**config.mk**
```make
export PLATFORM = sky130hd
export DESIGN_NAME = telemetry_header_filter_core
export DESIGN_NICKNAME = d
export VERILOG_FILES = /design/src/design/thf_pkg.sv /design/src/design/thf_front.sv /design/src/design/thf_queue.sv /design/src/design/thf_back.sv /design/src/design/telemetry_header_filter_core.sv
export SDC_FILE = /design/constraint.sdc
export NUM_CORES = 1
export LEC_CHECK = 0
export BUFFER_PORTS_ARGS = -buffer_cell sky130_fd_sc_hd__buf_2
export CAP_MARGIN = 20
export CORE_AREA = 2 2 201 203
export DETAILED_ROUTE_END_ITERATION = 16
export DIE_AREA = 0 0 203 205
export GPL_ROUTABILITY_DRIVEN = 0
export GPL_TIMING_DRIVEN = 0
export PLACE_DENSITY = 0.83
export SLEW_MARGIN = 5
export SYNTH_ARGS = -nofsm -noshare
export SYNTH_HDL_FRONTEND = slang
export SYNTH_HIERARCHICAL = 1
export SYNTH_SLANG_ARGS = --single-unit
```
**constraint.sdc**
```tcl
create_clock -name clock -period 8.56 [get_ports clock]
set_input_delay 0.856 -clock clock [delete_from_list [all_inputs] [get_ports clock]]
set_output_delay 0.856 -clock clock [all_outputs]
set_load 0.01 [all_outputs]
```
**src/design/thf_pkg.sv**
```systemverilog
// ----------------------------------------------------------------------------
// thf_pkg
// Shared types, constants and the row table of the telemetry header filter.
// ----------------------------------------------------------------------------
`default_nettype none

package thf_pkg;

   // Header length limits in bytes
   localparam int unsigned MIN_HEADER_BYTES    = 29;
   localparam int unsigned FLASHBACK_MIN_BYTES = MIN_HEADER_BYTES + 12;
   localparam int unsigned FORMULA_LEN_LIMIT   = 37;

   // Debounce run length and queue depth defaults
   localparam int unsigned DEFAULT_DETECT_RUN  = 3;
   localparam int unsigned DEFAULT_QUEUE_DEPTH = 2;

   // Format words and the offset that maps them onto codes 1..3
   localparam logic [15:0] FORMAT_WORD_FIRST = 16'd2024;
   localparam logic [15:0] FORMAT_WORD_LAST  = 16'd2026;
   localparam logic [15:0] FORMAT_BASE       = 16'd2023;

   // Event tag 'F','L','B','K'
   localparam logic [31:0] FLASHBACK_TAG = 32'h464C_424B;

   // Packet kinds with special handling
   localparam logic [7:0] KIND_MOTION    = 8'd0;
   localparam logic [7:0] KIND_SESSION   = 8'd1;
   localparam logic [7:0] KIND_EVENT     = 8'd3;
   localparam logic [7:0] KIND_TELEMETRY = 8'd6;
   localparam logic [7:0] KIND_MOTION_EX = 8'd13;

   // Format codes: 0 none, 1..3 for 2024..2026
   typedef logic [1:0] fmt_type;
   localparam fmt_type FMT_NONE = 2'd0;
   localparam fmt_type FMT_2026 = 2'd3;

   // Drop causes
   typedef logic [1:0] drop_type;
   localparam drop_type DROP_NONE   = 2'd0;
   localparam drop_type DROP_SHORT  = 2'd1;
   localparam drop_type DROP_FORMAT = 2'd2;
   localparam drop_type DROP_DUP    = 2'd3;

   // Warning events
   typedef logic [1:0] warn_type;
   localparam warn_type WARN_NONE    = 2'd0;
   localparam warn_type WARN_RAISED  = 2'd1;
   localparam warn_type WARN_CLEARED = 2'd2;

   // Classified item handed from front to back
   typedef struct packed {
      drop_type    early_drop;   // short or unknown format, else DROP_NONE
      fmt_type     code;
      logic        formula_pkt;  // session kind, long enough for the formula
      logic        slot_valid;
      logic [1:0]  slot;
      logic [31:0] frame_number;
      logic [7:0]  formula_byte;
      logic        flashback;
      logic [31:0] rewind_frame;
      logic [31:0] rewind_time_bits;
      logic        body_hit;     // full output requested or a row subscribed
   } thf_item_type;

   // Row families selected by each packet kind
   function automatic logic [31:0] kind_rows(input logic [7:0] kind);
      logic [31:0] rows;
      unique case (kind)
         8'd0:    rows = (32'd1 << 11) | (32'd1 << 13);
         8'd1:    rows = 32'd1 << 5;
         8'd2:    rows = (32'd1 << 4) | (32'd1 << 7);
         8'd3:    rows = 32'd1 << 6;
         8'd4:    rows = 32'd1 << 8;
         8'd6:    rows = 32'd1 << 1;
         8'd7:    rows = (32'd1 << 2) | (32'd1 << 9);
         8'd10:   rows = 32'd1 << 3;
         8'd11:   rows = 32'd1 << 14;
         8'd12:   rows = 32'd1 << 10;
         8'd13:   rows = 32'd1 << 12;
         8'd16:   rows = 32'd1 << 1;
         default: rows = 32'd0;
      endcase
      return rows;
   endfunction

endpackage

`default_nettype wire

```
**src/design/thf_front.sv**
```systemverilog
// ----------------------------------------------------------------------------
// thf_front
// Accepts header items, classifies them and holds them in one pipeline stage.
// ----------------------------------------------------------------------------
`default_nettype none

module thf_front
   import thf_pkg::*;
(
   input  wire logic          clock,
   input  wire logic          reset,
   // Incoming header item
   input  wire logic          in_valid,
   output logic               in_ready,
   input  wire logic [10:0]   datagram_length,
   input  wire logic [15:0]   format_word,
   input  wire logic [7:0]    packet_kind,
   input  wire logic [31:0]   frame_number,
   input  wire logic [7:0]    formula_byte,
   input  wire logic [31:0]   event_tag,
   input  wire logic [31:0]   rewind_frame_in,
   input  wire logic [31:0]   rewind_time_bits_in,
   input  wire logic          want_full_output,
   input  wire logic [31:0]   row_subscription,
   // Classified item towards the queue
   output logic               out_valid,
   input  wire logic          out_ready,
   output thf_item_type       out_item
);

   logic         stage_valid_ff, stage_valid_in;
   thf_item_type stage_item_ff, stage_item_in;
   logic [15:0]  code_full;
   logic         short_pkt, bad_format, time_finite, time_nonneg, flashback;

   // Stage takes an item when empty or when the queue takes the held one
   assign in_ready = !stage_valid_ff || out_ready;

   // Classification
   assign code_full   = format_word - FORMAT_BASE;
   assign short_pkt   = {21'd0, datagram_length} < MIN_HEADER_BYTES;
   assign bad_format  = (format_word < FORMAT_WORD_FIRST) || (format_word > FORMAT_WORD_LAST);
   assign time_finite = rewind_time_bits_in[30:23] != 8'hFF;
   assign time_nonneg = !rewind_time_bits_in[31] || (rewind_time_bits_in[30:0] == 31'd0);
   assign flashback   = (packet_kind == KIND_EVENT) &&
                        ({21'd0, datagram_length} >= FLASHBACK_MIN_BYTES) &&
                        (event_tag == FLASHBACK_TAG) && time_finite && time_nonneg;

   always_comb begin
      stage_item_in.early_drop  = short_pkt  ? DROP_SHORT :
                                  bad_format ? DROP_FORMAT : DROP_NONE;
      stage_item_in.code        = code_full[1:0];
      stage_item_in.formula_pkt = (packet_kind == KIND_SESSION) &&
                                  ({21'd0, datagram_length} > FORMULA_LEN_LIMIT);
      stage_item_in.slot_valid  = (packet_kind == KIND_MOTION) ||
                                  (packet_kind == KIND_TELEMETRY) ||
                                  (packet_kind == KIND_MOTION_EX);
      stage_item_in.slot        = (packet_kind == KIND_MOTION)    ? 2'd0 :
                                  (packet_kind == KIND_TELEMETRY) ? 2'd1 : 2'd2;
      stage_item_in.frame_number     = frame_number;
      stage_item_in.formula_byte     = formula_byte;
      stage_item_in.flashback        = flashback;
      stage_item_in.rewind_frame     = flashback ? rewind_frame_in : 32'd0;
      stage_item_in.rewind_time_bits = flashback ? rewind_time_bits_in : 32'd0;
      stage_item_in.body_hit         = want_full_output ||
                                       ((kind_rows(packet_kind) & row_subscription) != 32'd0);
   end

   // Stage valid
   always_comb begin
      stage_valid_in = stage_valid_ff;
      if (in_ready) begin
         stage_valid_in = in_valid;
      end
   end

   always_ff @(posedge clock) begin
      if (reset) begin
         stage_valid_ff <= 1'b0;
      end else begin
         stage_valid_ff <= stage_valid_in;
      end
   end

   // Payload
   always_ff @(posedge clock) begin
      if (in_valid && in_ready) begin
         stage_item_ff <= stage_item_in;
      end
   end

   assign out_valid = stage_valid_ff;
   assign out_item  = stage_item_ff;

endmodule

`default_nettype wire

```
**src/design/thf_queue.sv**
```systemverilog
// ----------------------------------------------------------------------------
// thf_queue
// Short FIFO of classified items between the front and the back.
// ----------------------------------------------------------------------------
`default_nettype none

module thf_queue
   import thf_pkg::*;
#(
   parameter int unsigned DEPTH = DEFAULT_QUEUE_DEPTH   // 2 .. 16
)(
   input  wire logic          clock,
   input  wire logic          reset,
   input  wire logic          push_valid,
   output logic               push_ready,
   input  wire thf_item_type  push_item,
   output logic               pop_valid,
   input  wire logic          pop_ready,
   output thf_item_type       pop_item
);

   localparam int unsigned AW = $clog2(DEPTH);
   localparam int unsigned CW = $clog2(DEPTH + 1);

   thf_item_type entry_ff [DEPTH];
   logic [AW-1:0] wr_ptr_ff, wr_ptr_in, rd_ptr_ff, rd_ptr_in;
   logic [CW-1:0] count_ff, count_in;
   logic          do_push, do_pop;

   assign push_ready = count_ff != CW'(DEPTH);
   assign pop_valid  = count_ff != '0;
   assign pop_item   = entry_ff[rd_ptr_ff];
   assign do_push    = push_valid && push_ready;
   assign do_pop     = pop_valid && pop_ready;

   // Pointer and fill count update
   always_comb begin
      wr_ptr_in = wr_ptr_ff;
      rd_ptr_in = rd_ptr_ff;
      count_in  = count_ff;
      if (do_push) begin
         wr_ptr_in = (wr_ptr_ff == AW'(DEPTH - 1)) ? '0 : wr_ptr_ff + 1'b1;
      end
      if (do_pop) begin
         rd_ptr_in = (rd_ptr_ff == AW'(DEPTH - 1)) ? '0 : rd_ptr_ff + 1'b1;
      end
      if (do_push && !do_pop) begin
         count_in = count_ff + 1'b1;
      end else if (!do_push && do_pop) begin
         count_in = count_ff - 1'b1;
      end
   end

   always_ff @(posedge clock) begin
      if (reset) begin
         wr_ptr_ff <= '0;
         rd_ptr_ff <= '0;
         count_ff  <= '0;
      end else begin
         wr_ptr_ff <= wr_ptr_in;
         rd_ptr_ff <= rd_ptr_in;
         count_ff  <= count_in;
      end
   end

   // Storage
   always_ff @(posedge clock) begin
      if (do_push) begin
         entry_ff[wr_ptr_ff] <= push_item;
      end
   end

`ifndef NO_ASSERTIONS
   // Fill count never passes the depth
   a_count_range: assert property (@(posedge clock) disable iff (reset)
      count_ff <= CW'(DEPTH))
      else $error("queue fill count beyond depth");

   // Pointers agree with the fill count when empty
   a_empty_ptrs: assert property (@(posedge clock) disable iff (reset)
      count_ff == '0 |-> wr_ptr_ff == rd_ptr_ff)
      else $error("queue pointers differ while empty");
`endif

endmodule

`default_nettype wire

```
**src/design/thf_back.sv**
```systemverilog
// ----------------------------------------------------------------------------
// thf_back
// Format tracking, warning, formula and duplicate state; result register.
// ----------------------------------------------------------------------------
`default_nettype none

module thf_back
   import thf_pkg::*;
#(
   parameter int unsigned DETECT_RUN = DEFAULT_DETECT_RUN   // 1 .. 3
)(
   input  wire logic          clock,
   input  wire logic          reset,
   // Override register write
   input  wire logic          cfg_write,
   input  wire logic [1:0]    cfg_data,
   // Classified item from the queue
   input  wire logic          item_valid,
   output logic               item_ready,
   input  wire thf_item_type  item,
   // Result
   output logic               rsp_valid,
   input  wire logic          rsp_ready,
   output drop_type           drop_cause,
   output logic [10:0]        effective_format,
   output logic [1:0]         status_events,
   output warn_type           warning_event,
   output logic               flashback_seen,
   output logic [31:0]        rewind_frame_out,
   output logic [31:0]        rewind_time_bits_out,
   output logic               parse_body
);

   // Tracking state
   logic [1:0]  override_ff, override_in;
   fmt_type     cand_fmt_ff, cand_fmt_in;
   logic [1:0]  cand_run_ff, cand_run_in;
   fmt_type     detected_ff, detected_in;
   fmt_type     active_ff, active_in;
   logic        warn_raised_ff, warn_raised_in;
   fmt_type     warn_fmt_ff, warn_fmt_in;
   logic        formula_known_ff, formula_known_in;
   logic [7:0]  formula_value_ff, formula_value_in;
   logic        seen_valid_ff [3];
   logic        seen_valid_in [3];
   logic [31:0] seen_num_ff [3];
   logic [31:0] seen_num_in [3];

   // Result register
   logic        rsp_valid_ff, rsp_valid_in;
   drop_type    drop_ff, drop_in;
   logic [10:0] eff_word_ff, eff_word_in;
   logic [1:0]  status_ff, status_in;
   warn_type    warn_ff, warn_in;
   logic        flash_ff, flash_in;
   logic [31:0] rframe_ff, rframe_in;
   logic [31:0] rtime_ff, rtime_in;
   logic        parse_ff, parse_in;

   logic        take;
   logic        detect_hit, clear_sess, dup;
   fmt_type     active_mid, eff;
   logic [15:0] eff_word_full;

   // Result register frees up when empty or being taken
   assign item_ready = !rsp_valid_ff || rsp_ready;
   assign take       = item_valid && item_ready;

   always_comb begin
      override_in      = override_ff;
      cand_fmt_in      = cand_fmt_ff;
      cand_run_in      = cand_run_ff;
      detected_in      = detected_ff;
      active_in        = active_ff;
      warn_raised_in   = warn_raised_ff;
      warn_fmt_in      = warn_fmt_ff;
      formula_known_in = formula_known_ff;
      formula_value_in = formula_value_ff;
      for (int i = 0; i < 3; i++) begin
         seen_valid_in[i] = seen_valid_ff[i];
         seen_num_in[i]   = seen_num_ff[i];
      end
      detect_hit    = 1'b0;
      clear_sess    = 1'b0;
      active_mid    = active_ff;
      eff           = item.code;
      dup           = 1'b0;
      drop_in       = item.early_drop;
      status_in     = 2'd0;
      warn_in       = WARN_NONE;
      flash_in      = 1'b0;
      rframe_in     = 32'd0;
      rtime_in      = 32'd0;
      parse_in      = 1'b0;
      eff_word_full = 16'd0;
      eff_word_in   = 11'd0;

      if (cfg_write) begin
         // Register write: new active format, session and warning cleared
         override_in      = cfg_data;
         active_in        = (cfg_data != FMT_NONE) ? cfg_data : detected_ff;
         formula_known_in = 1'b0;
         formula_value_in = 8'd0;
         warn_raised_in   = 1'b0;
         warn_fmt_in      = FMT_NONE;
         for (int i = 0; i < 3; i++) begin
            seen_valid_in[i] = 1'b0;
         end
      end else if (take && item.early_drop == DROP_NONE) begin
         // Debounce of the incoming format
         if (item.code != cand_fmt_ff) begin
            cand_fmt_in = item.code;
            cand_run_in = 2'd1;
         end else if (cand_run_ff != 2'd3) begin
            cand_run_in = cand_run_ff + 2'd1;
         end
         detect_hit = (32'(cand_run_in) >= DETECT_RUN) && (item.code != detected_ff);
         if (detect_hit) begin
            detected_in = item.code;
            if (override_ff == FMT_NONE && active_ff != item.code) begin
               active_mid = item.code;
               clear_sess = 1'b1;
            end
         end
         if (clear_sess) begin
            formula_known_in = 1'b0;
            formula_value_in = 8'd0;
            for (int i = 0; i < 3; i++) begin
               seen_valid_in[i] = 1'b0;
            end
         end

         // Effective format
         if (override_ff != FMT_NONE) begin
            eff = override_ff;
         end else if (detected_in != FMT_NONE) begin
            eff = detected_in;
         end else if (active_mid != FMT_NONE) begin
            eff = active_mid;
         end
         active_in = (override_ff != FMT_NONE || active_mid == FMT_NONE) ? eff : active_mid;

         // Mismatch warning
         if (override_ff != FMT_NONE && item.code != eff) begin
            if (!warn_raised_ff || warn_fmt_ff != eff) begin
               warn_raised_in = 1'b1;
               warn_fmt_in    = eff;
               warn_in        = WARN_RAISED;
            end
         end else if (warn_raised_ff) begin
            warn_raised_in = 1'b0;
            warn_fmt_in    = FMT_NONE;
            warn_in        = WARN_CLEARED;
         end

         // Formula tracking
         status_in = {1'b0, detect_hit};
         if (eff == FMT_2026 && item.formula_pkt) begin
            if (!formula_known_in || formula_value_in != item.formula_byte) begin
               status_in = status_in + 2'd1;
            end
            formula_known_in = 1'b1;
            formula_value_in = item.formula_byte;
         end

         eff_word_full = {14'd0, eff} + FORMAT_BASE;
         eff_word_in   = eff_word_full[10:0];

         // Duplicate frame rejection
         if (item.slot_valid) begin
            dup = seen_valid_in[item.slot] && (seen_num_ff[item.slot] == item.frame_number);
            if (!dup) begin
               seen_valid_in[item.slot] = 1'b1;
               seen_num_in[item.slot]   = item.frame_number;
            end
         end

         if (dup) begin
            drop_in = DROP_DUP;
         end else begin
            flash_in  = item.flashback;
            rframe_in = item.rewind_frame;
            rtime_in  = item.rewind_time_bits;
            parse_in  = !item.flashback && item.body_hit;
         end
      end
   end

   // Result valid
   always_comb begin
      rsp_valid_in = rsp_valid_ff;
      if (item_ready) begin
         rsp_valid_in = item_valid;
      end
   end

   // Control state
   always_ff @(posedge clock) begin
      if (reset) begin
         override_ff      <= FMT_NONE;
         cand_fmt_ff      <= FMT_NONE;
         cand_run_ff      <= 2'd0;
         detected_ff      <= FMT_NONE;
         active_ff        <= FMT_NONE;
         warn_raised_ff   <= 1'b0;
         warn_fmt_ff      <= FMT_NONE;
         formula_known_ff <= 1'b0;
         formula_value_ff <= 8'd0;
         rsp_valid_ff     <= 1'b0;
         for (int i = 0; i < 3; i++) begin
            seen_valid_ff[i] <= 1'b0;
         end
      end else begin
         override_ff      <= override_in;
         cand_fmt_ff      <= cand_fmt_in;
         cand_run_ff      <= cand_run_in;
         detected_ff      <= detected_in;
         active_ff        <= active_in;
         warn_raised_ff   <= warn_raised_in;
         warn_fmt_ff      <= warn_fmt_in;
         formula_known_ff <= formula_known_in;
         formula_value_ff <= formula_value_in;
         rsp_valid_ff     <= rsp_valid_in;
         for (int i = 0; i < 3; i++) begin
            seen_valid_ff[i] <= seen_valid_in[i];
         end
      end
   end

   // Frame numbers and result payload
   always_ff @(posedge clock) begin
      for (int i = 0; i < 3; i++) begin
         seen_num_ff[i] <= seen_num_in[i];
      end
      if (take) begin
         drop_ff     <= drop_in;
         eff_word_ff <= eff_word_in;
         status_ff   <= status_in;
         warn_ff     <= warn_in;
         flash_ff    <= flash_in;
         rframe_ff   <= rframe_in;
         rtime_ff    <= rtime_in;
         parse_ff    <= parse_in;
      end
   end

   assign rsp_valid            = rsp_valid_ff;
   assign drop_cause           = drop_ff;
   assign effective_format     = eff_word_ff;
   assign status_events        = status_ff;
   assign warning_event        = warn_ff;
   assign flashback_seen       = flash_ff;
   assign rewind_frame_out     = rframe_ff;
   assign rewind_time_bits_out = rtime_ff;
   assign parse_body           = parse_ff;

`ifndef NO_ASSERTIONS
   // A raised warning always records the forced format
   a_warn_fmt: assert property (@(posedge clock) disable iff (reset)
      warn_raised_ff == (warn_fmt_ff != FMT_NONE))
      else $error("warning flag and forced format disagree");

   // Warnings exist only under an override
   a_warn_override: assert property (@(posedge clock) disable iff (reset)
      warn_raised_ff |-> override_ff != FMT_NONE)
      else $error("warning raised in auto mode");

   // A debounce candidate always has a run of at least one
   a_cand_run: assert property (@(posedge clock) disable iff (reset)
      cand_fmt_ff != FMT_NONE |-> cand_run_ff != 2'd0)
      else $error("candidate format without a run");

   // No stored formula value without the known flag
   a_formula: assert property (@(posedge clock) disable iff (reset)
      !formula_known_ff |-> formula_value_ff == 8'd0)
      else $error("formula value held while unknown");
`endif

endmodule

`default_nettype wire

```
**src/design/telemetry_header_filter_core.sv**
```systemverilog
// ----------------------------------------------------------------------------
// telemetry_header_filter_core
// Header filter for telemetry datagrams: drop, format tracking, dispatch.
// ----------------------------------------------------------------------------
// Usage
//   req_*  : one header item per handshake (tvalid/tready), fields in tdata.
//   rsp_*  : one result item for every request item, in order.
//   csr_*  : write of the 2-bit override mode; csr_ready is always high.
//            Write only while no item is in flight.
// Timing
//   An item accepted on req_* shows its result on rsp_tvalid after passing
//   through the classifying front stage, the item queue and the result
//   register of the tracking back end, in that order.
//   Throughput is one item per cycle while rsp_tready stays high.
// Stall
//   When rsp_tready is low the result register holds; the front stage and
//   the queue (two entries by default) keep taking items until they fill,
//   then req_tready drops.
// Reset
//   Synchronous, active high: auto-detect mode, no detected format, empty
//   queue and result register, no warning, no stored frames or formula.
// ----------------------------------------------------------------------------
`default_nettype none

module telemetry_header_filter_core
   import thf_pkg::*;
#(
   parameter int unsigned DETECT_RUN  = DEFAULT_DETECT_RUN,   // 1 .. 3
   parameter int unsigned QUEUE_DEPTH = DEFAULT_QUEUE_DEPTH   // 2 .. 16
)(
   input  wire logic          clock,
   input  wire logic          reset,
   // Header items
   input  wire logic          req_tvalid,
   output logic               req_tready,
   // datagram_length[10:0], format_word[26:11], packet_kind[34:27],
   // frame_number[66:35], formula_byte[74:67], event_tag[106:75],
   // rewind_frame_in[138:107], rewind_time_bits_in[170:139],
   // want_full_output[171], row_subscription[203:172], zero[207:204]
   input  wire logic [207:0]  req_tdata,
   // Result items
   output logic               rsp_tvalid,
   input  wire logic          rsp_tready,
   // drop_cause[1:0], effective_format[12:2], status_events[14:13],
   // warning_event[16:15], flashback_seen[17], rewind_frame_out[49:18],
   // rewind_time_bits_out[81:50], parse_body[82], zero[87:83]
   output logic [87:0]        rsp_tdata,
   // Override mode register
   input  wire logic          csr_valid,
   output logic               csr_ready,
   input  wire logic [1:0]    csr_data
);

   logic         front_valid, front_ready;
   thf_item_type front_item;
   logic         queue_valid, queue_ready;
   thf_item_type queue_item;
   drop_type     drop_cause;
   logic [10:0]  effective_format;
   logic [1:0]   status_events;
   warn_type     warning_event;
   logic         flashback_seen, parse_body;
   logic [31:0]  rewind_frame_out, rewind_time_bits_out;

   assign csr_ready = 1'b1;

   // Classifying front stage
   thf_front u_front (
      .clock               (clock),
      .reset               (reset),
      .in_valid            (req_tvalid),
      .in_ready            (req_tready),
      .datagram_length     (req_tdata[10:0]),
      .format_word         (req_tdata[26:11]),
      .packet_kind         (req_tdata[34:27]),
      .frame_number        (req_tdata[66:35]),
      .formula_byte        (req_tdata[74:67]),
      .event_tag           (req_tdata[106:75]),
      .rewind_frame_in     (req_tdata[138:107]),
      .rewind_time_bits_in (req_tdata[170:139]),
      .want_full_output    (req_tdata[171]),
      .row_subscription    (req_tdata[203:172]),
      .out_valid           (front_valid),
      .out_ready           (front_ready),
      .out_item            (front_item)
   );

   // Item queue
   thf_queue #(
      .DEPTH (QUEUE_DEPTH)
   ) u_queue (
      .clock      (clock),
      .reset      (reset),
      .push_valid (front_valid),
      .push_ready (front_ready),
      .push_item  (front_item),
      .pop_valid  (queue_valid),
      .pop_ready  (queue_ready),
      .pop_item   (queue_item)
   );

   // Tracking back end and result register
   thf_back #(
      .DETECT_RUN (DETECT_RUN)
   ) u_back (
      .clock                (clock),
      .reset                (reset),
      .cfg_write            (csr_valid),
      .cfg_data             (csr_data),
      .item_valid           (queue_valid),
      .item_ready           (queue_ready),
      .item                 (queue_item),
      .rsp_valid            (rsp_tvalid),
      .rsp_ready            (rsp_tready),
      .drop_cause           (drop_cause),
      .effective_format     (effective_format),
      .status_events        (status_events),
      .warning_event        (warning_event),
      .flashback_seen       (flashback_seen),
      .rewind_frame_out     (rewind_frame_out),
      .rewind_time_bits_out (rewind_time_bits_out),
      .parse_body           (parse_body)
   );

   assign rsp_tdata = {5'd0, parse_body, rewind_time_bits_out, rewind_frame_out,
                       flashback_seen, warning_event, status_events,
                       effective_format, drop_cause};

endmodule

`default_nettype wire
```
Word level (Yosys, flattened, before mapping)
Memory sizes are Yosys's and may differ from the RTL's. A register that Yosys moved wholly into a read port is not among the register bits.
Cells that the tools add are included.

cells by class
  add/subtract/negate cells = 8
  bitwise logic cells = 10
  magnitude comparators = 8
  mux-type cells = 84
  equality and inequality tests = 17
  reduce and logical (&&, ||, !) cells = 59

operators with widths
  cell                   count
  $mux 96                4
  $bwmux 96              1
  $demux 32 s2           1
  $mux 2                 32
  $mux 32                2
  $and 32x32->32         1
  $eq 32x31->1 const B   1
  $eq 32x32->1           1
  $mux 8                 4
  $reduce_bool 32->1     1
  $logic_not 31->1       1
  $mux 1                 31
  $mux 3                 7
  $logic_and 1x1->1      18
  $gt 16x11->1 const B   1
  $lt 16x11->1 const B   1
  $reduce_bool 2->1      8
  $add 2x11->11 const B  1
  $ge 11x6->1 const B    1
  $gt 11x6->1 const B    1
  $lt 11x5->1 const B    1
  $logic_or 1x1->1       10
  $ne 2x2->1             5
  $eq 8x1->1 const B     1
  other kinds (30)       51

word-level totals
  memory bits (read-only) = 448
  bits of input ports = 215
  register bits = 225
  RAM bits = 327
  memories kept = 4

memories
  name                  words  width  read ports  clocked after memory_dff  wr ports  line             text
  (no name shown)       32     14     1           0                         0         thf_pkg.sv:69    unique case (kind)
  u_queue.entry_ff      2      114    1           1                         1         thf_queue.sv:25  thf_item_type entry_ff [DEPTH];
  u_back.seen_num_ff    3      32     4           0                         3         thf_back.sv:46   logic [31:0] seen_num_ff [3];
  u_back.seen_valid_ff  3      1      3           0                         3         thf_back.sv:44   logic seen_valid_ff [3];

Longest topological paths before layout
Gate-level depths: netlist (run 1).

  depth after elaboration = 24
  mapped depth = 16
  depth with buffers taken out = 13

Cells and area by module
Netlist (run 1), hierarchy kept.

modules (own cells, without submodules)
  module                        area each (µm²)  seq. area each (µm²)  cells an instance  times used
  thf_queue                     8697.1           6946.7                379                1
  thf_back                      8504.4           5715.5                638                1
  thf_front                     5004.8           3443.3                286                1
  telemetry_header_filter_core  67.6             0.0                   10                 1

Worst setup path after synthesis (run 1)
OpenSTA, ideal clock, no wires.

  path kind = register -> register
  start = register (tool-made name)
  end = memory u_back.seen_num_ff[2][0] (enable)
  period minus slack after synthesis = 6.094 ns
  setup slack = 2.466 ns
  path buffers = 2
  stages on the path, launching flop included = 11
  arrival = 5.581 ns
  library setup time = 0.513 ns
  path through = dfxtp_1 -> buf_6 -> buf_2 -> mux2_2 -> or3b_1 -> a211o_1 -> a21oi_1 -> o21ai_2 -> nand4_1 -> o31ai_1 -> nor4b_1

RTL lines
  element        line
  end, declared  thf_back.sv:46

==> run metrics, run 1 <==
Initial DRC Count=~900; final setup violating endpoints=0; sequential share of power=48.0%; asr flop ratio synth=0%; Final Cycle Share=around 53%; io pins=between 300 and 400; status=finished clean; first-pass GRT wire length=around 70000 um; DIE AREA=about 42000 sq um; leak pwr=approximately 0.0096 uW; count of hold buffers inserted by post-cts repair=0; Pint=5220 uW; CP required=approximately 8.9 ns; grt ovf=0; cells after synthesis=1313; H-tree depth=2; Via Count=between 10000 and 15000; Final min period=approximately 4.5 ns; layout cell share with drive strength beyond 1=a little over a third; Port Buffers=about 280; post-CTS setup buffers=0; Chip Height=205 um; leading register cell type out of synthesis=edfxtp_1; Post-synth EDFFs=a little over 500; most common cell after layout, fill and taps aside=edfxtp_1; PnR worst setup slack=approximately 4 ns; clk buf depth=3; post-synthesis cell type count=71; Cell Rows=73; Non-Filler Cell Area, Final=roughly 26000 sq um; Initial Util=56.6%; routed wire length=roughly 47000 um; Clock power frac=approximately 33%; Seq/Total Area, Yosys=slightly above 70%; DRC=0; Final ANT Viol Nets=0; commonest cells after routing, fill and taps aside=edfxtp_1, buf_2, and2_1, nand2_1, mux2_4; Switch Pwr=1850 uW; nets=between 1500 and 2000; max_cap viols=0; root buf cell=clkbuf_16; CTS resizes=0; Slew Limit Fails=0; Fmax achieved=220 MHz; # fillers=approximately 2600; Final Hold Viols=0; largest net degree at the start of global routing=74; startpoint type of the worst setup path=flop; Least-Margin Pin Slew=1.07 ns; Power Dens Cells=about 270 nW/um^2; Die X-Extent=between 200 and 250 um; CTS tree=done; Synth-to-Final Area Change=18.3%; peak supply drop=roughly 0.0002 V; Worst slew margin=~28%; Placed Area=24600 sq um; clock-pin slew on the worst setup and hold paths=approximately 0.060 ns; sw frac=26.1%; overall routing resource usage=about 22%; Crit. End Element=flop; arrival time worst endpoint=between 4 and 5 ns; Setup WS pre-CTS=around 4.0 ns; CP max FO=10; initial antenna violation count=6; setup_tns=0 ns; WHS=between 0.4 and 0.5 ns; Mean Syn Cell Area=around 17 sq um; Setup Skew=around 0.025 ns; Ys Warns=6; core box area=39400 sq um; flops & latches, synth=between 500 and 600; critical setup path kind=reg -> reg; vias per cell=around 5.6; Comb pwr share=about a fifth; Netlist Area Pre-Place=22300 sq um; hpwl dp=roughly 32000 um; CTS sink cnt=547; clock latency on the worst-skew pair=0.62 ns; Hold Crit Class=in -> reg; RSZ-0062 raised after global routing=no; CTS Buf Count=55; vias in the first global route=~13000; First-pass DRT Iterations=5; routed len/inst=about 21 um
==> worst max-delay path, stage by stage (launching register included) <==
cell      delay, ns
dfxtp_1        0.32
buf_6          0.14
buf_2          0.35
mux2_2         0.40
clkbuf_1       0.11
buf_4          0.20
buf_2          0.22
mux2i_1        0.14
o21ai_0        0.21
xor2_1         0.27
nor4_1         0.09
nand4_1        0.18
o31ai_1        0.19
nor4_2         0.72
buf_4          0.31
buf_4          0.21
buf_4          0.20
==> final timing paths <==
path,from,to,slack (ns),cells after the start
worst min-delay path,req_tdata[40],u_front/out_item[79]$_DFFE_PP_,0.41,1
worst max register to register,flop,u_back/seen_num_ff[0][6]$_DFFE_PP_,4.02,16
worst min register to register,u_front/out_item[90]$_DFFE_PP_,u_queue/entry_ff[1][90]$_DFFE_PP_,0.43,0
worst max-delay path,flop,u_back/seen_num_ff[0][6]$_DFFE_PP_,4.02,16
==> cell usage after synthesis, drive strengths merged (4+ instances only) <==
cell type | instances | share of area (%)
buf | 55 | 1.9
xnor2 | 7 | 0.31
a21oi | 23 | 0.53
o21a | 4 | 0.13
o31ai | 4 | 0.13
nor4b | 69 | 4.1
inv | 20 | 0.34
nand2 | 63 | 1.1
a211o | 4 | 0.16
o21ai | 46 | 1.1
edfxtp | 515 | 69
and2 | 71 | 2.0
o22ai | 5 | 0.14
dfxtp | 32 | 2.9
nand4 | 5 | 0.14
nor3 | 16 | 0.38
nor2 | 36 | 0.61
nor4 | 21 | 0.59
nand2b | 9 | 0.25
o211ai | 6 | 0.20
a31oi | 7 | 0.20
nand3 | 8 | 0.18
a211oi | 6 | 0.26
mux2i | 38 | 1.7
a22oi | 8 | 0.27
or3b | 5 | 0.20
clkbuf | 22 | 0.37
mux2 | 114 | 6.8
nand4b | 4 | 0.16
xor2 | 47 | 1.8
==> per-stage QoR <==
| stage | utilization (%) | power [uW] | instances |
|---|---|---|---|
| after floorplan | - | 4330 | 1317 |
| after global placement | 61.8 | 4760 | 2117 |
| after detailed placement | 62.5 | 4800 | 2133 |
| after CTS | 66.9 | 7120 | 2229 |
| after global routing | 66.9 | 7330 | 2231 |
| final | 66.9 | 7060 | 2231 |
==> registers in the layout, indices dropped and copies added, names as in the netlist, 2 cells and up, named ones only <==
name	cells
u_back/seen_num_ff	96
u_back/drop_cause	2
u_back/status_events	2
u_back/seen_valid_ff	3
u_back/cand_run_ff	2
u_front/out_item	114
u_back/rewind_time_bits_out	32
u_back/warn_fmt_ff	2
u_back/cand_fmt_ff	2
u_back/formula_value_ff	8
u_back/effective_format	5
u_queue/entry_ff	228
u_back/active_ff	2
u_queue/count_ff	2
u_back/rewind_frame_out	32
u_back/detected_ff	2
u_back/warning_event	2
u_back/override_ff	2
==> cell type report <==
cell class | instances | area (sq um) | area share, %
Buffer | 77 | 507 | 1.92
Antenna cell | 1 | 2.50 | 0.00950
Clock buffer | 70 | 1480 | 5.63
Clock inverter | 26 | 260 | 0.988
Timing Repair Buffer | 292 | 1620 | 6.14
Sequential cell | 547 | 16100 | 61.1
Multi-Input combinational cell | 672 | 5630 | 21.4
Inverter | 21 | 86.3 | 0.328
Tap cell | 525 | 657 | 2.49
==> power groups by stage <==
| stage | clock, uW | sequential [uW] | combinational (uW) |
|---|---|---|---|
| final | 2320 | 3390 | 1350 |
| after global routing | 2460 | 3410 | 1450 |
| after CTS | 2370 | 3390 | 1370 |
| after detailed placement | 0 | 3440 | 1360 |
| after global placement | 0 | 3480 | 1280 |
| after floorplan | 0 | 3500 | 825 |
==> routing by layer <==
metal,GRT usage [%],share of wire (%),vias to the layer above
met4,7.77,2.4,8
li1,-,-,5733
met1,27.4,39,6118
met3,5.27,7.3,83
met2,38.7,51,454
met5,0,0.11,-
==> cells by family (layout without fill, tap and decap cells) <==
| family | count (synthesis) | in the layout | synth area share (%) |
|---|---|---|---|
| fa+ha+maj | 3 | 3 | 0.169 |
| mux | 152 | 152 | 8.48 |
| xor+xnor | 54 | 54 | 2.16 |
| simple gates | 330 | 330 | 10.5 |
| buf+inv | 98 | 486 | 2.63 |
| compound gates | 126 | 126 | 3.72 |
| flops | 547 | 547 | 72.3 |
| other cells | 3 | 8 | 0.0506 |
Power figures use the tool's default switching activity.
==> inputs of run 2 (changes only) <==
CORE_AREA = 2 2 210 212   (was 2 2 201 203)
DIE_AREA = 0 0 212 214   (was 0 0 203 205)
PLACE_DENSITY = 0.8   (was 0.83)
clock period = 3.79 ns   (was 8.56 ns; I/O delays follow)
==> run metrics, run 2 (synthesis gave the netlist of run 1 again) <==
CTS Buf Count=55; overall routing resource usage=between 20% and 30%; max_cap viols=0; grt ovf=0; CTS tree=done; io pins=306; Hold Crit Endpoint=u_front/out_valid$_SDFFE_PP0N_; non-filler instance count after layout=about 2400; Final Cycle Share=approximately 97%; hold_sp=req_tvalid; H-tree depth=2; Multi-input gate area=~5800 sq um; Placed Area=24700 sq um; first-pass GRT wire length=~74000 um; root buf cell=clkbuf_16; layout cell share with drive strength beyond 1=between 30 and 40%; Chip Height=between 200 and 250 um; Initial Util=roughly half; commonest cells after routing, fill and taps aside=edfxtp_1, buf_2, and2_1, nand2_1, mux2_4; initial antenna violation count=9; Biggest register=u_queue/entry_ff; register area=16100 sq um; DIE AREA=roughly 45000 sq um; Crit. End Element=flop; setup_tns=0 ns; Final min period=between 3 and 4 ns; peak supply drop=roughly 0.00039 V; Hold Path Stages=3; arrival time worst endpoint=4.01 ns; Power Dens Cells=roughly 610 nW/um^2; largest net degree at the start of global routing=between 70 and 80; Fmax achieved=272 MHz; nets=around 1900; Initial DRC Count=823; startpoint type of the worst setup path=flop; First-pass DRT Iterations=5; Via Count=between 10000 and 15000; Synth-to-Final Area Change=22.5%; Worst slew margin=25.3%; vias in the first global route=13200; Hold Crit Class=in -> reg; # fillers=between 2000 and 3000; Cell Rows=76; critical setup path kind=reg -> reg; reg2reg end=u_back/seen_num_ff[2][17]$_DFFE_PP_; Least-Margin Pin Slew=~1.1 ns; Final ANT Viol Nets=0; status=finished clean; R2R depth=16; final setup violating endpoints=0; Design Power=about 17000 uW; Inst Count DP=2189; CP max FO=13; Slew Limit Fails=0; Die X-Extent=212 um; Final Hold Viols=0; CP required=4.13 ns; clk buf depth=3; Non-Filler Cell Area, Final=approximately 27000 sq um; leak pwr=roughly 0.01 uW; Port Buffers=between 200 and 300; routed wire length=approximately 49000 um; hpwl dp=32800 um; vias per cell=~5.4; r2r setup slk=0.12 ns; CTS sink cnt=around 550; routed len/inst=20.8 um; Setup Skew=between 0.02 and 0.03 ns; clock-pin slew on the worst setup and hold paths=0.06 ns; most common cell after layout, fill and taps aside=edfxtp_1; clock latency on the worst-skew pair=0.60 ns; max reg flops=228; DRC=0; core box area=approximately 43000 sq um
## run 2: cell types whose count changed in the layout (fill, tap and decap cells not counted), sizes merged, moves of 2 or more
cell,previous run,this run
buf,346,357
bufinv,4,10
dlygate4sd3,0,40
clkbuf,92,88
diode,1,5
clkinvlp,1,3
## run 2: worst max-delay path: stages, from the launching register on
cell and delay [ns]:
dfxtp_1 0.31, buf_6 0.13, buf_12 0.15, mux2_2 0.22, clkbuf_1 0.14, buf_2 0.34
mux2i_1 0.25, o21ai_0 0.11, xor2_1 0.17, nor4_2 0.32, nand4_1 0.16, buf_4 0.19
o31ai_4 0.35, buf_4 0.19, nor4b_4 0.05, buf_6 0.17, buf_6 0.15
## run 2: repair_timing
item / 4_1_cts / 5_1_grt
cloned: 1 / 0
pin swaps: 7 / 7
hold endpoints to repair: 40 / 0
hold buffers: 40 / 0
setup buffers: 8 / 5
resized for setup: 14 / 40
endpoints found under the setup margin: 175 / 155
## run 2: per-layer routing
| layer | GRT usage [%] | vias to the layer above | routed length [um] |
|---|---|---|---|
| met5 | 0 | - | 81 |
| met4 | 7.46 | 14 | 1390 |
| met3 | 4.88 | 101 | 3320 |
| met2 | 37.3 | 472 | 24700 |
| met1 | 26.3 | 6329 | 19400 |
| li1 | - | 5844 | - |
## run 2: area by class of cell
class                   count  area share [%]
repair buffers            341            7.77
flip-flops and latches    547            59.0
plain buffers              77            2.02
multi-input cells         673            21.1
clock inverters            36            1.68
well taps                 585            2.68
inverters                  21           0.316
clock buffers              67            5.36
diodes                      5          0.0459
## run 2: worst max path at each step
stage | slack, ns | to | cells after the start
global route | -0.01 | u_back/status_events[0]$_SDFFCE_PN0P_ | 15
finish | 0.12 | u_back/seen_num_ff[2][17]$_DFFE_PP_ | 16
global placement | -1.66 | u_queue/entry_ff[1][14]$_DFFE_PP_ | 2
floorplan | 0.04 | u_back/seen_num_ff[2][0]$_DFFE_PP_ | 10
detailed placement | -0.62 | u_back/seen_num_ff[1][15]$_DFFE_PP_ | 14
CTS | 0.003 | u_back/seen_num_ff[2][17]$_DFFE_PP_ | 15
## run 2: power by group
part	switching, uW	total [uW]	internal (uW)
Clock	2240	5660	3430
Combinational	1840	3240	1400
Sequential	204	7650	7450
## run 2: through the flow
step	setup slack, ns	hold slack, ns	utilization [%]
after global routing	-0.00958	0.0290	63.6
after CTS	0.00324	0.00275	63.2
after detailed placement	-0.616	0.430	57.5
after global placement	-1.66	0.422	57.0
after floorplan	0.0382	0.421	-
final	0.117	0.0389	63.6
